===== src/sv/tsc_pkg.sv =====
// Shared types, codes and a helper function of the Thumb-subset core.
package tsc_pkg;

	// Instruction groups, taken from bits 15:12 of the halfword.
	localparam logic [3:0] GRP_MOV_REG = 4'h0;
	localparam logic [3:0] GRP_ADD_REG = 4'h1;
	localparam logic [3:0] GRP_MOV_IMM = 4'h2;
	localparam logic [3:0] GRP_ADD_IMM = 4'h3;
	localparam logic [3:0] GRP_LDST_SP = 4'h9;
	localparam logic [3:0] GRP_BCC     = 4'hD;
	localparam logic [3:0] GRP_B       = 4'hE;

	// Result status codes.
	localparam logic [1:0] ST_OK      = 2'd0;
	localparam logic [1:0] ST_SELF    = 2'd1;
	localparam logic [1:0] ST_ILLEGAL = 2'd2;

	// Configuration register indexes.
	localparam logic CFG_STACK_BASE    = 1'b0;
	localparam logic CFG_START_ADDRESS = 1'b1;

	localparam logic [31:0] STACK_BASE_RESET = 32'h2000_0000;
	localparam logic [31:0] START_ADDR_RESET = 32'h0000_0000;

	// An unconditional branch with this offset field targets its own address.
	localparam logic [10:0] B_SELF_OFFSET = 11'h7FE;

	typedef enum logic [3:0] {
		CLS_MOV_REG,
		CLS_ADD_REG,
		CLS_MOV_IMM,
		CLS_ADD_IMM,
		CLS_LDR,
		CLS_STR,
		CLS_BCC,
		CLS_B,
		CLS_SELF_LOOP,
		CLS_ILLEGAL
	} op_class_t;

	// One decoded instruction as it waits between the front and the back.
	typedef struct packed {
		op_class_t   cls;
		logic [2:0]  rd;
		logic [2:0]  rn;
		logic [2:0]  rm;
		logic [7:0]  imm8;
		logic        sub;
		logic [3:0]  cond;
		logic [31:0] boff;
		logic [31:0] maddr;
	} dec_op_t;

	function automatic logic cond_holds(input logic [3:0] cc, input logic [3:0] fl);
		logic n, z, c, v, r;
		n = fl[3];
		z = fl[2];
		c = fl[1];
		v = fl[0];
		unique case (cc)
			4'h0: r = z;
			4'h1: r = !z;
			4'h2: r = c;
			4'h3: r = !c;
			4'h4: r = n;
			4'h5: r = !n;
			4'h6: r = v;
			4'h7: r = !v;
			4'h8: r = c && !z;
			4'h9: r = !c || z;
			4'hA: r = (n == v);
			4'hB: r = (n != v);
			4'hC: r = !z && (n == v);
			4'hD: r = z || (n != v);
			4'hE: r = 1'b1;
			4'hF: r = 1'b0;
		endcase
		return r;
	endfunction

endpackage


===== src/sv/tsc_front.sv =====
// Front end: accepts instruction beats, decodes them and queues them for the back end.
module tsc_front (
	input  logic             clk,
	input  logic             arst_n,
	input  logic             in_valid,
	output logic             in_stall,
	input  logic [15:0]      instruction,
	input  logic             cfg_valid,
	input  logic             cfg_index,
	input  logic [31:0]      cfg_data,
	input  logic             busy,
	output logic             head_valid,
	output tsc_pkg::dec_op_t head_op,
	input  logic             head_pop
);
	import tsc_pkg::*;

	logic [31:0] stack_base_q;
	logic        halted_q;
	dec_op_t     fifo_q [2];
	logic        wr_ptr_q, rd_ptr_q;
	logic [1:0]  count_q;
	dec_op_t     dec;
	logic        accept, push, halts;

	assign in_stall   = busy || (count_q == 2'd2);
	assign accept     = in_valid && !in_stall;
	assign push       = accept && !halted_q;
	assign head_valid = (count_q != 2'd0);
	assign head_op    = fifo_q[rd_ptr_q];

	always_comb begin
		dec       = '0;
		dec.imm8  = instruction[7:0];
		dec.sub   = 1'b0;
		dec.cond  = instruction[11:8];
		dec.maddr = stack_base_q + {22'd0, instruction[7:0], 2'b00};
		dec.rd    = instruction[10:8];
		dec.rn    = instruction[10:8];
		dec.rm    = instruction[8:6];
		dec.boff  = {{23{instruction[7]}}, instruction[7:0], 1'b0};
		halts     = 1'b0;
		unique case (instruction[15:12])
			GRP_MOV_REG: begin
				dec.cls = CLS_MOV_REG;
				dec.rd  = instruction[2:0];
				dec.rn  = instruction[5:3];
			end
			GRP_ADD_REG: begin
				dec.cls = CLS_ADD_REG;
				dec.rd  = instruction[2:0];
				dec.rn  = instruction[5:3];
				dec.sub = instruction[9];
			end
			GRP_MOV_IMM: dec.cls = CLS_MOV_IMM;
			GRP_ADD_IMM: begin
				dec.cls = CLS_ADD_IMM;
				dec.sub = instruction[11];
			end
			GRP_LDST_SP: dec.cls = instruction[11] ? CLS_LDR : CLS_STR;
			GRP_BCC:     dec.cls = CLS_BCC;
			GRP_B: begin
				dec.boff = {{20{instruction[10]}}, instruction[10:0], 1'b0};
				if (instruction[10:0] == B_SELF_OFFSET) begin
					dec.cls = CLS_SELF_LOOP;
					halts   = 1'b1;
				end else begin
					dec.cls = CLS_B;
				end
			end
			default: begin
				dec.cls = CLS_ILLEGAL;
				halts   = 1'b1;
			end
		endcase
	end

	always_ff @(posedge clk or negedge arst_n) begin
		if (!arst_n) begin
			stack_base_q <= STACK_BASE_RESET;
			halted_q     <= 1'b0;
			wr_ptr_q     <= 1'b0;
			rd_ptr_q     <= 1'b0;
			count_q      <= 2'd0;
		end else begin
			if (cfg_valid && cfg_index == CFG_STACK_BASE) begin
				stack_base_q <= cfg_data;
			end
			if (push && halts) begin
				halted_q <= 1'b1;
			end
			if (push) begin
				wr_ptr_q <= !wr_ptr_q;
			end
			if (head_pop) begin
				rd_ptr_q <= !rd_ptr_q;
			end
			count_q <= count_q + {1'b0, push} - {1'b0, head_pop};
		end
	end

	always_ff @(posedge clk) begin
		if (push) begin
			fifo_q[wr_ptr_q] <= dec;
		end
	end

endmodule


===== config.mk =====
export PLATFORM = sky130hd
export DESIGN_NAME = tsc_front
export DESIGN_NICKNAME = d
export VERILOG_FILES = /design/src/sv/tsc_pkg.sv /design/src/sv/tsc_front.sv
export SDC_FILE = /design/constraint.sdc
export NUM_CORES = 1
export LEC_CHECK = 0
export BUFFER_PORTS_ARGS = -buffer_cell sky130_fd_sc_hd__buf_4
export CAP_MARGIN = 20
export CORE_UTILIZATION = 40
export CTS_CLUSTER_DIAMETER = 40
export DETAILED_ROUTE_END_ITERATION = 8
export PLACE_DENSITY_LB_ADDON = 0.1
export SYNTH_ARGS = -nofsm -noshare
export SYNTH_HDL_FRONTEND = slang
export SYNTH_SLANG_ARGS = --single-unit
export TNS_END_PERCENT = 30

===== constraint.sdc =====
create_clock -name clk -period 10.55 [get_ports clk]
set_clock_uncertainty 0.1 [all_clocks]
set_input_delay 1.5825 -clock clk [delete_from_list [all_inputs] [get_ports clk]]
set_output_delay 1.5825 -clock clk [all_outputs]
set_load 0.02 [all_outputs]

==> results of run 1 <==
[metrics by stage]
stage | utilization | instances | hold slack [ns] | worst slack (ns) | total power, mW
after floorplan | - | 465 | 0.332 | 5.58 | 1.13
after global placement | 0.481 | 786 | 0.342 | 6.67 | 1.33
after detailed placement | 0.481 | 786 | 0.364 | 6.60 | 1.33
after CTS | 0.516 | 818 | 0.381 | 6.35 | 1.93
after global routing | 0.516 | 818 | 0.395 | 6.27 | 1.99
final | 0.516 | 818 | 0.378 | 6.42 | 1.90
[worst max path at each step]
stage | from | end | slack [ns]
2_1_floorplan | busy | fifo_q[0][0] | 5.58
3_3_place_gp | instruction[0] | fifo_q[0][28] | 6.67
3_5_place_dp | busy | fifo_q[1][23] | 6.60
4_1_cts | rd_ptr_q | head_op[59] | 6.35
5_1_grt | rd_ptr_q | head_op[45] | 6.27
6_report | rd_ptr_q | head_op[59] | 6.42
[metal layers]
| layer | global-route usage | part of all wire | wire length [µm] | up-vias |
|---|---|---|---|---|
| li1 | - | - | - | 1944 |
| met5 | 0 | 0 | 0 | - |
| met1 | 0.231 | 0.45 | 6610 | 2114 |
| met4 | 0.0701 | 0.0094 | 137 | 0 |
| met3 | 0.0385 | 0.063 | 915 | 9 |
| met2 | 0.263 | 0.47 | 6890 | 153 |
[where the power goes]
group	internal (mW)	switching, mW
Clock	0.348	0.241
Sequential	0.690	0.0440
Combinational	0.273	0.308
[cell type report]
class / instances / area, µm²
fill: 1415 / 8120
sequential: 153 / 4410
multi-input combinational: 254 / 2220
timing repair buffer: 148 / 1110
clock buffer: 17 / 425
tap: 220 / 275
clock inverter: 15 / 154
inverter: 11 / 41.3
[state kept, by name (all words and copies together), names as in the netlist]
signal        flops
fifo_q          116
stack_base_q     32
count_q           2
halted_q          1
rd_ptr_q          1
wr_ptr_q          1
[logic make-up after synthesis]
family | share of synthesized area
XOR/XNOR | 0.0353
buffers and inverters | 0.0493
flip-flops | 0.634
other | 0.000539
AO/OA/AOI/OAI | 0.0434
AND/OR/NAND/NOR | 0.0597
adder cells (fa/ha/maj) | 0.0209
multiplexers | 0.157
[worst max-delay path, cell delays in order (launching register included)]
cell	delay, ns
dfrtp_2	0.67
buf_4	0.59
mux2_2	0.54
buf_4	0.21
[Yosys cell counts (4+ instances only)]
library cell	count
nand3_1	7
mux2_2	94
edfxtp_1	116
nand4_1	4
nor2b_1	5
ha_1	10
nor2_1	15
inv_1	11
xnor2_1	27
a21oi_1	4
clkbuf_1	7
o211ai_1	6
nand2_1	18
buf_4	32
o21ai_0	17
dfrtp_1	36
and3_1	7
buf_1	4
o2111ai_1	4
==> impl_results.md, run 1 <==
* # IOs at 147
* Clock Latency Late Sink at 0.42 ns
* Post-CTS Resized at 0
* Sequential-to-total area share from yosys stat at 0.634
* Hold Vio Cnt, Final at 0
* GRT Total Usage at 0.170
* Layout cell share with drive strength beyond 1 at 0.477
* First-pass GRT wire length at 22.7 mm
* CP startpoint kind: flop
* TritonCTS clock tree: done
* Post-DR vias/cell at 5.16
* Most common cell after layout, fill and taps aside: buf_4
* Num CTS Buffers at 17
* Grt ovf at 0
* Cell Rows at 47
* Peak Freq at 242 MHz
* Die Wd at 134 µm
* Setup Viol. Count Final at 0
* Synth Flop Type: edfxtp_1
* Worst reg2reg startpoint: count_q[0]
* Crit Path Category: flop to output port
* Initial core utilization at 0.415
* Static Leak at 3.31 nW
* Worst Hold End: halted_q
* Worst VDD drop at 123 µV
* Crit-path max FO at 41
* Vias in the first global route at 4173
* R2R Setup Slk at 7.92 ns
* Outcome: finished clean
* DRT iter0 DRCs at 250
* Post-synth top area share at 0.501
* Clk sink count at 153
* Die height at 134 µm
* Worst-Margin Slew at 1.03 ns
* Clock Path Buffers at 2
* R2R cell count at 5
* Post-DP HPWL at 10.1 mm
* Ys async rst share at 0.242
* Worst EP required at 8.87 ns
* Area grow syn2layout at 24.3%
* Hold Crit Depth at 1
* Crit end category: output port
* Total routed wirelength at 14.6 mm
* CORE AREA at 16800 µm²
* Final ANT Viol Nets at 0
* Synth cell types at 47
* Reg2Reg Capture Point: fifo_q[1][63]
* Drc violations at 0
* Synth area leader: edfxtp_1
* Cell area after synthesis at 6950 µm²
* Initial antenna violation count at 0
* Die Footprint at 17900 µm²
* Post-DP Area at 8060 µm²
* Critical path arrival at 2.44 ns
* Max-Cap Viols at 0
* # port buffers at 145
* Crit path time final at 4.13 ns
* Setup TNS Final at 0 ns
* Hold Startpoint: halted_q
* Pre-antenna DRT Iters at 4
* Syn Area/Cell at 15.0 µm²
* Clock transition at the registers of the reported paths at 0.06 ns
* Htree depth at 4
* YS warnings at 0
* Clock root cell: clkbuf_16
* Vias at 4220
* Post-CTS Setup Inserts at 0
* Final instance area at 8640 µm²
* Top post-synthesis cells by area: edfxtp_1, mux2_2, dfrtp_1, buf_4, xnor2_1
* Post-DR wirelength/cell at 17.8 µm
* Number of synthesized flops with an enable pin at 116
* Max Slew Vio Count at 0
* Commonest cells after routing, fill and taps aside: buf_4, edfxtp_1, mux2_2, dfrtp_1, xnor2_1
* Synth Instances at 465
* RD Place Congestion at 0.791
* Flops & latches, synth at 153
* Final net count at 651
* # hold bufs at CTS at 0
* Largest net degree at the start of global routing at 42
* N_diodes at 0
* Min-delay worst type: flop to flop
* Power Density at 220 nW/µm²
* RSZ-0062 raised after global routing: false
* Worst slew margin at 0.309
* Final period util at 0.391
* Mapped Nets at 531
No activity file was read; power rests on OpenSTA's default activity.
==> inputs of run 2 (changes only) <==
--- a/config.mk
+++ b/config.mk
@@ -5,6 +5,7 @@
 export SDC_FILE = /design/constraint.sdc
 export NUM_CORES = 1
 export LEC_CHECK = 0
+export ABC_AREA = 1
 export BUFFER_PORTS_ARGS = -buffer_cell sky130_fd_sc_hd__buf_4
 export CAP_MARGIN = 20
 export CORE_UTILIZATION = 40
==> constraint.sdc (replaced) <==
create_clock -name clk -period 3.8 [get_ports clk]
set_clock_uncertainty 0.1 [all_clocks]
set_input_delay 0.57 -clock clk [delete_from_list [all_inputs] [get_ports clk]]
set_output_delay 0.57 -clock clk [all_outputs]
set_load 0.02 [all_outputs]
==> run 2 against run 1 <==
  * The flow now finishes with violations (design-rule violations)
  * Synthesized area rose by 6.8%
  * Design area rose by 6.9%
  * Cell count rose by 25%
  * Setup slack got worse by 5.3 ns
  * Sequential power rose to 2.7 times the previous value
  * Critical path type unchanged
  * Highest routed layer unchanged
==> impl_results.md, run 2 <==
* Outcome: finished with violations
* Failing checks: design-rule violations
* # port buffers at 145 (unchanged)
* RSZ-0062 raised after global routing: false
* Max reg flops at 116 (unchanged)
* Final instance area at 9240 µm² (+6.9%)
* Ys async rst share at 0.242 (unchanged)
* Worst VDD drop at 334 µV (+170%)
* Post-DP Area at 8560 µm² (+6.2%)
* # hold bufs at CTS at 0 (unchanged)
* Largest net degree at the start of global routing at 59 (+40%)
* Total routed wirelength at 16.7 mm (+15%)
* Area grow syn2layout at 24.4% (about the same)
* Die Footprint at 19100 µm² (+6.7%)
* Number of synthesized flops with an enable pin at 116 (unchanged)
* Max-Cap Viols at 0 (unchanged)
* First-pass GRT wire length at 26.5 mm (+17%)
* Initial antenna violation count at 0 (unchanged)
* CP peak stage delay at 0.59 ns (-0.08 ns)
* Peak Freq at 374 MHz
* Critical path arrival at 2.00 ns (-0.44 ns)
* YS warnings at 0 (unchanged)
* Cell Rows at 49 (+4.3%)
* Synth cell types at 34 (-28%)
* Cell area after synthesis at 7430 µm² (+6.8%)
* Htree depth at 4 (unchanged)
* Pwr Total at 5.50 mW (+190%)
* Top post-synthesis cells by area: edfxtp_1, dfrtp_1, mux2_2, nand2_1, inv_1
* Pre-antenna DRT Iters at 7 (+3)
* Crit end category: output port
* Syn Area/Cell at 11.3 µm² (-25%)
* Sequential-to-total area share from yosys stat at 0.594 (-0.0405)
* TritonCTS clock tree: done
* Layout cell share with drive strength beyond 1 at 0.354 (-0.123)
* CORE AREA at 18100 µm² (+7.9%)
* Post-CTS Resized at 0 (unchanged)
* Worst Setup SP: rd_ptr_q
* Crit path time final at 2.67 ns
* Largest reg by FF count: fifo_q
* Clock transition at the registers of the reported paths at 0.06 ns (about the same)
* Post-DP HPWL at 12.0 mm (+19%)
* Most common cell after layout, fill and taps aside: buf_4
* Top-count cell post-synth: nand2_1
* RD Place Congestion at 0.863 (+9.2%)
* Initial core utilization at 0.411 (-0.00420)
* Post-CTS Setup Inserts at 0 (unchanged)
* Die height at 138 µm (+3.3%)
* Vias at 4952 (+17%)
* Crit-path max FO at 22 (-46%)
* Setup Viol. Count Final at 0 (unchanged)
* Worst EP required at 3.13 ns (-5.74 ns)
* Synth cell count leaders: nand2_1, edfxtp_1, mux2_2
* Flops & latches, synth at 153 (unchanged)
* CP startpoint kind: flop
* Worst setup margin at 1.13 ns (-5.30 ns)
* Synth area leader: edfxtp_1
* Clock Latency Late Sink at 0.43 ns (about the same)
* Worst slew margin at 0.442 (+0.133)
* Grt ovf at 0 (unchanged)
* WP buf/inv at 2 (unchanged)
* Final period util at 0.704
* Slowest cell on the critical path: dfrtp_2
* Synth Flop Type: edfxtp_1
* Clock Path Buffers at 2 (unchanged)
* Num CTS Buffers at 17 (unchanged)
* Worst path cell trace: buf_4, mux2_2, buf_4
* Mapped Nets at 726 (+37%)
* Max Slew Vio Count at 0 (unchanged)
* Post-DR wirelength/cell at 16.3 µm (-8.7%)
* Final net count at 850 (+31%)
* Worst reg2reg startpoint: stack_base_q[2]
* Crit Path Category: flop to output port
* Min-delay worst type: input port to async pin
* Commonest cells after routing, fill and taps aside: buf_4, nand2_1, edfxtp_1, mux2_2, inv_1
* Clock root cell: clkbuf_16
* Dpl ws at 1.15 ns (-5.45 ns)
* # IOs at 147 (unchanged)
* DRT iter0 DRCs at 217 (-13%)
* Hold Vio Cnt, Final at 0 (unchanged)
* GRT Total Usage at 0.183 (+0.0126)
* Static Leak at 3.99 nW (+21%)
* Die Wd at 138 µm (+3.3%)
* Power Density at 596 nW/µm² (+170%)
* Synth Instances at 660 (+42%)
* Drc violations at 32 (+32)
* Post-synth top area share at 0.469 (-0.0320)
* Worst-Margin Slew at 0.836 ns (-0.198 ns)
* Clk sink count at 153 (unchanged)
* Post-DR vias/cell at 4.83 (-6.4%)
* Final ANT Viol Nets at 0 (unchanged)
* N_diodes at 0 (unchanged)
* Largest regs: fifo_q: 116 flops, stack_base_q: 32 flops, count_q: 2 flops
* Crit path top cell by count: buf_4
* Vias in the first global route at 5038 (+21%)
* Top delay family on crit path: flip-flops
[run 2: cells by family (layout without fill, tap and decap cells)]
logic type / count (synthesis) / after routing / share of synthesized area
and+or+nand+nor: 255 / 255 / 0.152
DFF: 153 / 153 / 0.594
buffers and inverters: 119 / 256 / 0.0783
muxes: 77 / 77 / 0.117
AOI/OAI and AO/OA: 30 / 30 / 0.0217
xor gates and xnor gates: 14 / 14 / 0.0175
adders and majority gates: 11 / 11 / 0.0195
other: 1 / 1 / 0.000505
[run 2: cell type report]
| type | instances | area (µm²) |
|---|---|---|
| inverters | 74 | 278 |
| well taps | 229 | 287 |
| clock buffers | 18 | 439 |
| multi-input cells | 388 | 2450 |
| fillers | 1644 | 8850 |
| clock inverters | 14 | 233 |
| flip-flops and latches | 153 | 4410 |
| repair buffers | 150 | 1140 |
[run 2: through the flow]
stage / util / TNS (ns) / hold WS (ns) / instances
floorplan: - / -40.56 / 0.174 / 660
global placement: 0.474 / 0 / 0.343 / 994
detailed placement: 0.474 / 0 / 0.357 / 994
CTS: 0.511 / 0 / 0.0412 / 1026
global route: 0.511 / 0 / 0.0545 / 1026
finish: 0.511 / 0 / 0.0212 / 1026
[run 2: power by group]
part | internal (mW) | switching, mW | total (mW)
clock | 1.20 | 0.706 | 1.91
sequential | 1.91 | 0.0956 | 2.00
combinational | 0.702 | 0.890 | 1.59
total | 3.81 | 1.69 | 5.50
[run 2: final timing paths]
kind | cells past startpoint | to | slack, ns
setup / recovery | 3 | head_op[10] | 1.13
hold / removal | 1 | rd_ptr_q | 0.02
setup reg to reg | 11 | fifo_q[0][26] | 1.53
hold reg to reg | 0 | fifo_q[0][1] | 0.37
max in group asynchronous | 1 | stack_base_q[29] | 3.19
min in group clk | 2 | rd_ptr_q | 0.23
[run 2: metal layers]
layer / track usage / up-vias / routed length (µm)
li1: - / 2436 / -
met1: 0.241 / 2366 / 7800
met2: 0.297 / 131 / 7910
met3: 0.0371 / 19 / 717
met4: 0.0698 / 0 / 257
met5: 0 / - / 0
[run 2: worst reg2reg max path: cells and delay by family (launching register included)]
family | cells | cell delay (ns)
adder cells (fa/ha/maj) | 2 | 0.60
buffers and inverters | 2 | 0.20
flip-flops | 1 | 0.34
AND/OR/NAND/NOR | 7 | 0.78
==> inputs of run 3 (changes only) <==
==> constraint.sdc (replaced) <==
create_clock -name clk -period 2.4 [get_ports clk]
set_clock_uncertainty 0.1 [all_clocks]
set_input_delay 0.36 -clock clk [delete_from_list [all_inputs] [get_ports clk]]
set_output_delay 0.36 -clock clk [all_outputs]
set_load 0.02 [all_outputs]
==> run 3 against run 2 <==
  * Design area increased by 0.26%
  * The flow still finishes with violations (design-rule violations)
  * Hold slack improved by 0.0039 ns
  * Clock-buffer cell count unchanged
  * Routed wire length decreased by 0.50%
  * Core utilization increased by 0.13 points
  * Highest routed layer unchanged
==> impl_results.md, run 3 (synthesis results as in run 2) <==
* Die Footprint at 19100 µm² (unchanged)
* N_diodes at 0 (unchanged)
* Post-DR vias/cell at 4.84 (+0.36%)
* Slowest cell on the critical path: dfrtp_2
* Placed cells at 998 (+0.40%)
* Total routed wirelength at 16.6 mm (-0.50%)
* Clk sink count at 153 (unchanged)
* Initial antenna violation count at 0 (unchanged)
* Static Leak at 3.99 nW (-0.15%)
* Hold Crit Depth at 2
* Crit path time final at 2.28 ns
* Layout cell share with drive strength beyond 1 at 0.354 (about the same)
* Clock Path Buffers at 2 (unchanged)
* Most common cell after layout, fill and taps aside: buf_4
* Largest reg by FF count: fifo_q
* CP peak stage delay at 0.59 ns (about the same)
* Crit end category: output port
* Min-delay worst type: input port to flop
* Final period util at 0.949
* Psw at 2.63 mW (+55%)
* Die Wd at 138 µm (unchanged)
* Setup TNS Final at 0 ns (unchanged)
* Sw frac at 0.311 (+0.00361)
* Power Density at 913 nW/µm² (+53%)
* Peak Freq at 439 MHz
* Area grow syn2layout at 24.7%
* GRT Total Usage at 0.183 (+0.000842)
* Setup Viol. Count Final at 0 (unchanged)
* Post-DP Area at 8640 µm² (+0.94%)
* Clock transition at the registers of the reported paths at 0.06 ns (about the same)
* Vias in the first global route at 4942 (-1.9%)
* Cell Rows at 49 (unchanged)
* Post-CTS Setup Inserts at 0 (unchanged)
* Combinational Power Share at 0.305 (+0.016)
* CP startpoint kind: flop
* CORE AREA at 18100 µm² (unchanged)
* Post-DR wirelength/cell at 16.1 µm (-0.99%)
* Crit Path Category: flop to output port
* Worst path cell trace: buf_12, mux2_2, buf_4
* Commonest cells after routing, fill and taps aside: buf_4, nand2_1, edfxtp_1, mux2_2, inv_1
* Die height at 138 µm (unchanged)
* Initial core utilization at 0.411 (unchanged)
* Internal Power at 5.83 mW (+53%)
* Largest regs: fifo_q: 116 flops, stack_base_q: 32 flops, count_q: 2 flops
* Max reg flops at 116 (unchanged)
* Clock root cell: clkbuf_16
* Power share of the sequential group at 0.374 (+0.010)
* TritonCTS clock tree: done
* # IOs at 147 (unchanged)
* Hold Vio Cnt, Final at 0 (unchanged)
* Max Slew Vio Count at 0 (unchanged)
* First-pass GRT wire length at 26.6 mm (+0.37%)
* RD Place Congestion at 0.863 (about the same)
* Final ANT Viol Nets at 0 (unchanged)
* Drc violations at 26 (-19%)
* Worst slew margin at 0.624 (+0.181)
* Largest net degree at the start of global routing at 46 (-22%)
* Worst VDD drop at 526 µV (+57%)
* DRT iter0 DRCs at 300 (+38%)
* RSZ-0062 raised after global routing: false
* Failing checks: design-rule violations
* Worst-Margin Slew at 0.565 ns (-0.272 ns)
* Outcome: finished with violations
* Vias at 4994 (+0.85%)
* Pre-antenna DRT Iters at 6 (-1)
* Num CTS Buffers at 17 (unchanged)
* Non-filler cells, final at 1031 (+0.49%)
* R2R cell count at 11 (unchanged)
* Clock Power Share at 0.321 (-0.026)
* Final instance area at 9260 µm² (+0.26%)
* Grt ovf at 0 (unchanged)
* Post-DP HPWL at 12.0 mm (+0.29%)
* Max-Cap Viols at 0 (unchanged)
* Critical path arrival at 1.82 ns (-0.18 ns)
* Crit-path max FO at 27 (+23%)
* Htree depth at 4 (unchanged)
* Final net count at 855 (+0.59%)
* Worst EP required at 1.94 ns (-1.19 ns)
* Clock Latency Late Sink at 0.42 ns (about the same)
* # port buffers at 145 (unchanged)
## run 3: power groups by stage
stage | clock [mW] | sequential, mW | combinational (mW)
detailed placement | 0 | 3.22 | 2.60
CTS | 2.77 | 3.17 | 2.61
global route | 2.89 | 3.19 | 2.76
finish | 2.71 | 3.17 | 2.58
floorplan | 0 | 3.13 | 1.83
global placement | 0 | 3.22 | 2.59
## run 3: per-stage QoR
| step | hold WS [ns] | power (mW) | util | setup slack (ns) |
|---|---|---|---|---|
| 6_report | 0.0251 | 8.46 | 0.512 | 0.123 |
| 5_1_grt | 0.0237 | 8.85 | 0.512 | 0.0147 |
| 4_1_cts | 0.00262 | 8.56 | 0.512 | 0.0678 |
| 3_5_place_dp | 0.301 | 5.82 | 0.478 | 0.0305 |
| 3_3_place_gp | 0.286 | 5.81 | 0.478 | 0.0799 |
| 2_1_floorplan | -0.0356 | 4.96 | - | -0.596 |
## run 3: cell type report
class,instances,area [µm²]
clock inverters,14,171
well taps,229,287
flip-flops and latches,153,4410
multi-input cells,388,2450
fillers,1615,8830
inverters,74,278
clock buffers,18,429
repair buffers,155,1230
## run 3: what timing repair did
item                                   CTS  global route
gates resized for setup                  0             1
endpoints found under the hold margin   36             0
hold buffers                             1             0
setup endpoints to repair                0             4
## run 3: final timing paths
| kind | from | slack, ns | end |
|---|---|---|---|
| setup / recovery | rd_ptr_q | 0.12 | head_op[38] |
| hold / removal | head_pop | 0.03 | rd_ptr_q |
| setup reg to reg | stack_base_q[2] | 0.22 | fifo_q[0][18] |
| hold reg to reg | halted_q | 0.36 | halted_q |
| max in group asynchronous | arst_n | 1.42 | rd_ptr_q |
| min in group asynchronous | arst_n | 0.38 | rd_ptr_q |
## run 3: per-layer routing
layer | track usage | share of wire | vias up
met5 | 0 | 0 | -
met4 | 0.0514 | 0.011 | 0
met3 | 0.0419 | 0.043 | 16
met2 | 0.292 | 0.47 | 128
met1 | 0.252 | 0.47 | 2405
li1 | - | - | 2445
## run 3: worst max-delay path: cells and delay by family (launching register included)
family                 cells  cell delay, ns
DFF                        1            0.59
buffers and inverters      2            0.41
muxes                      1            0.39
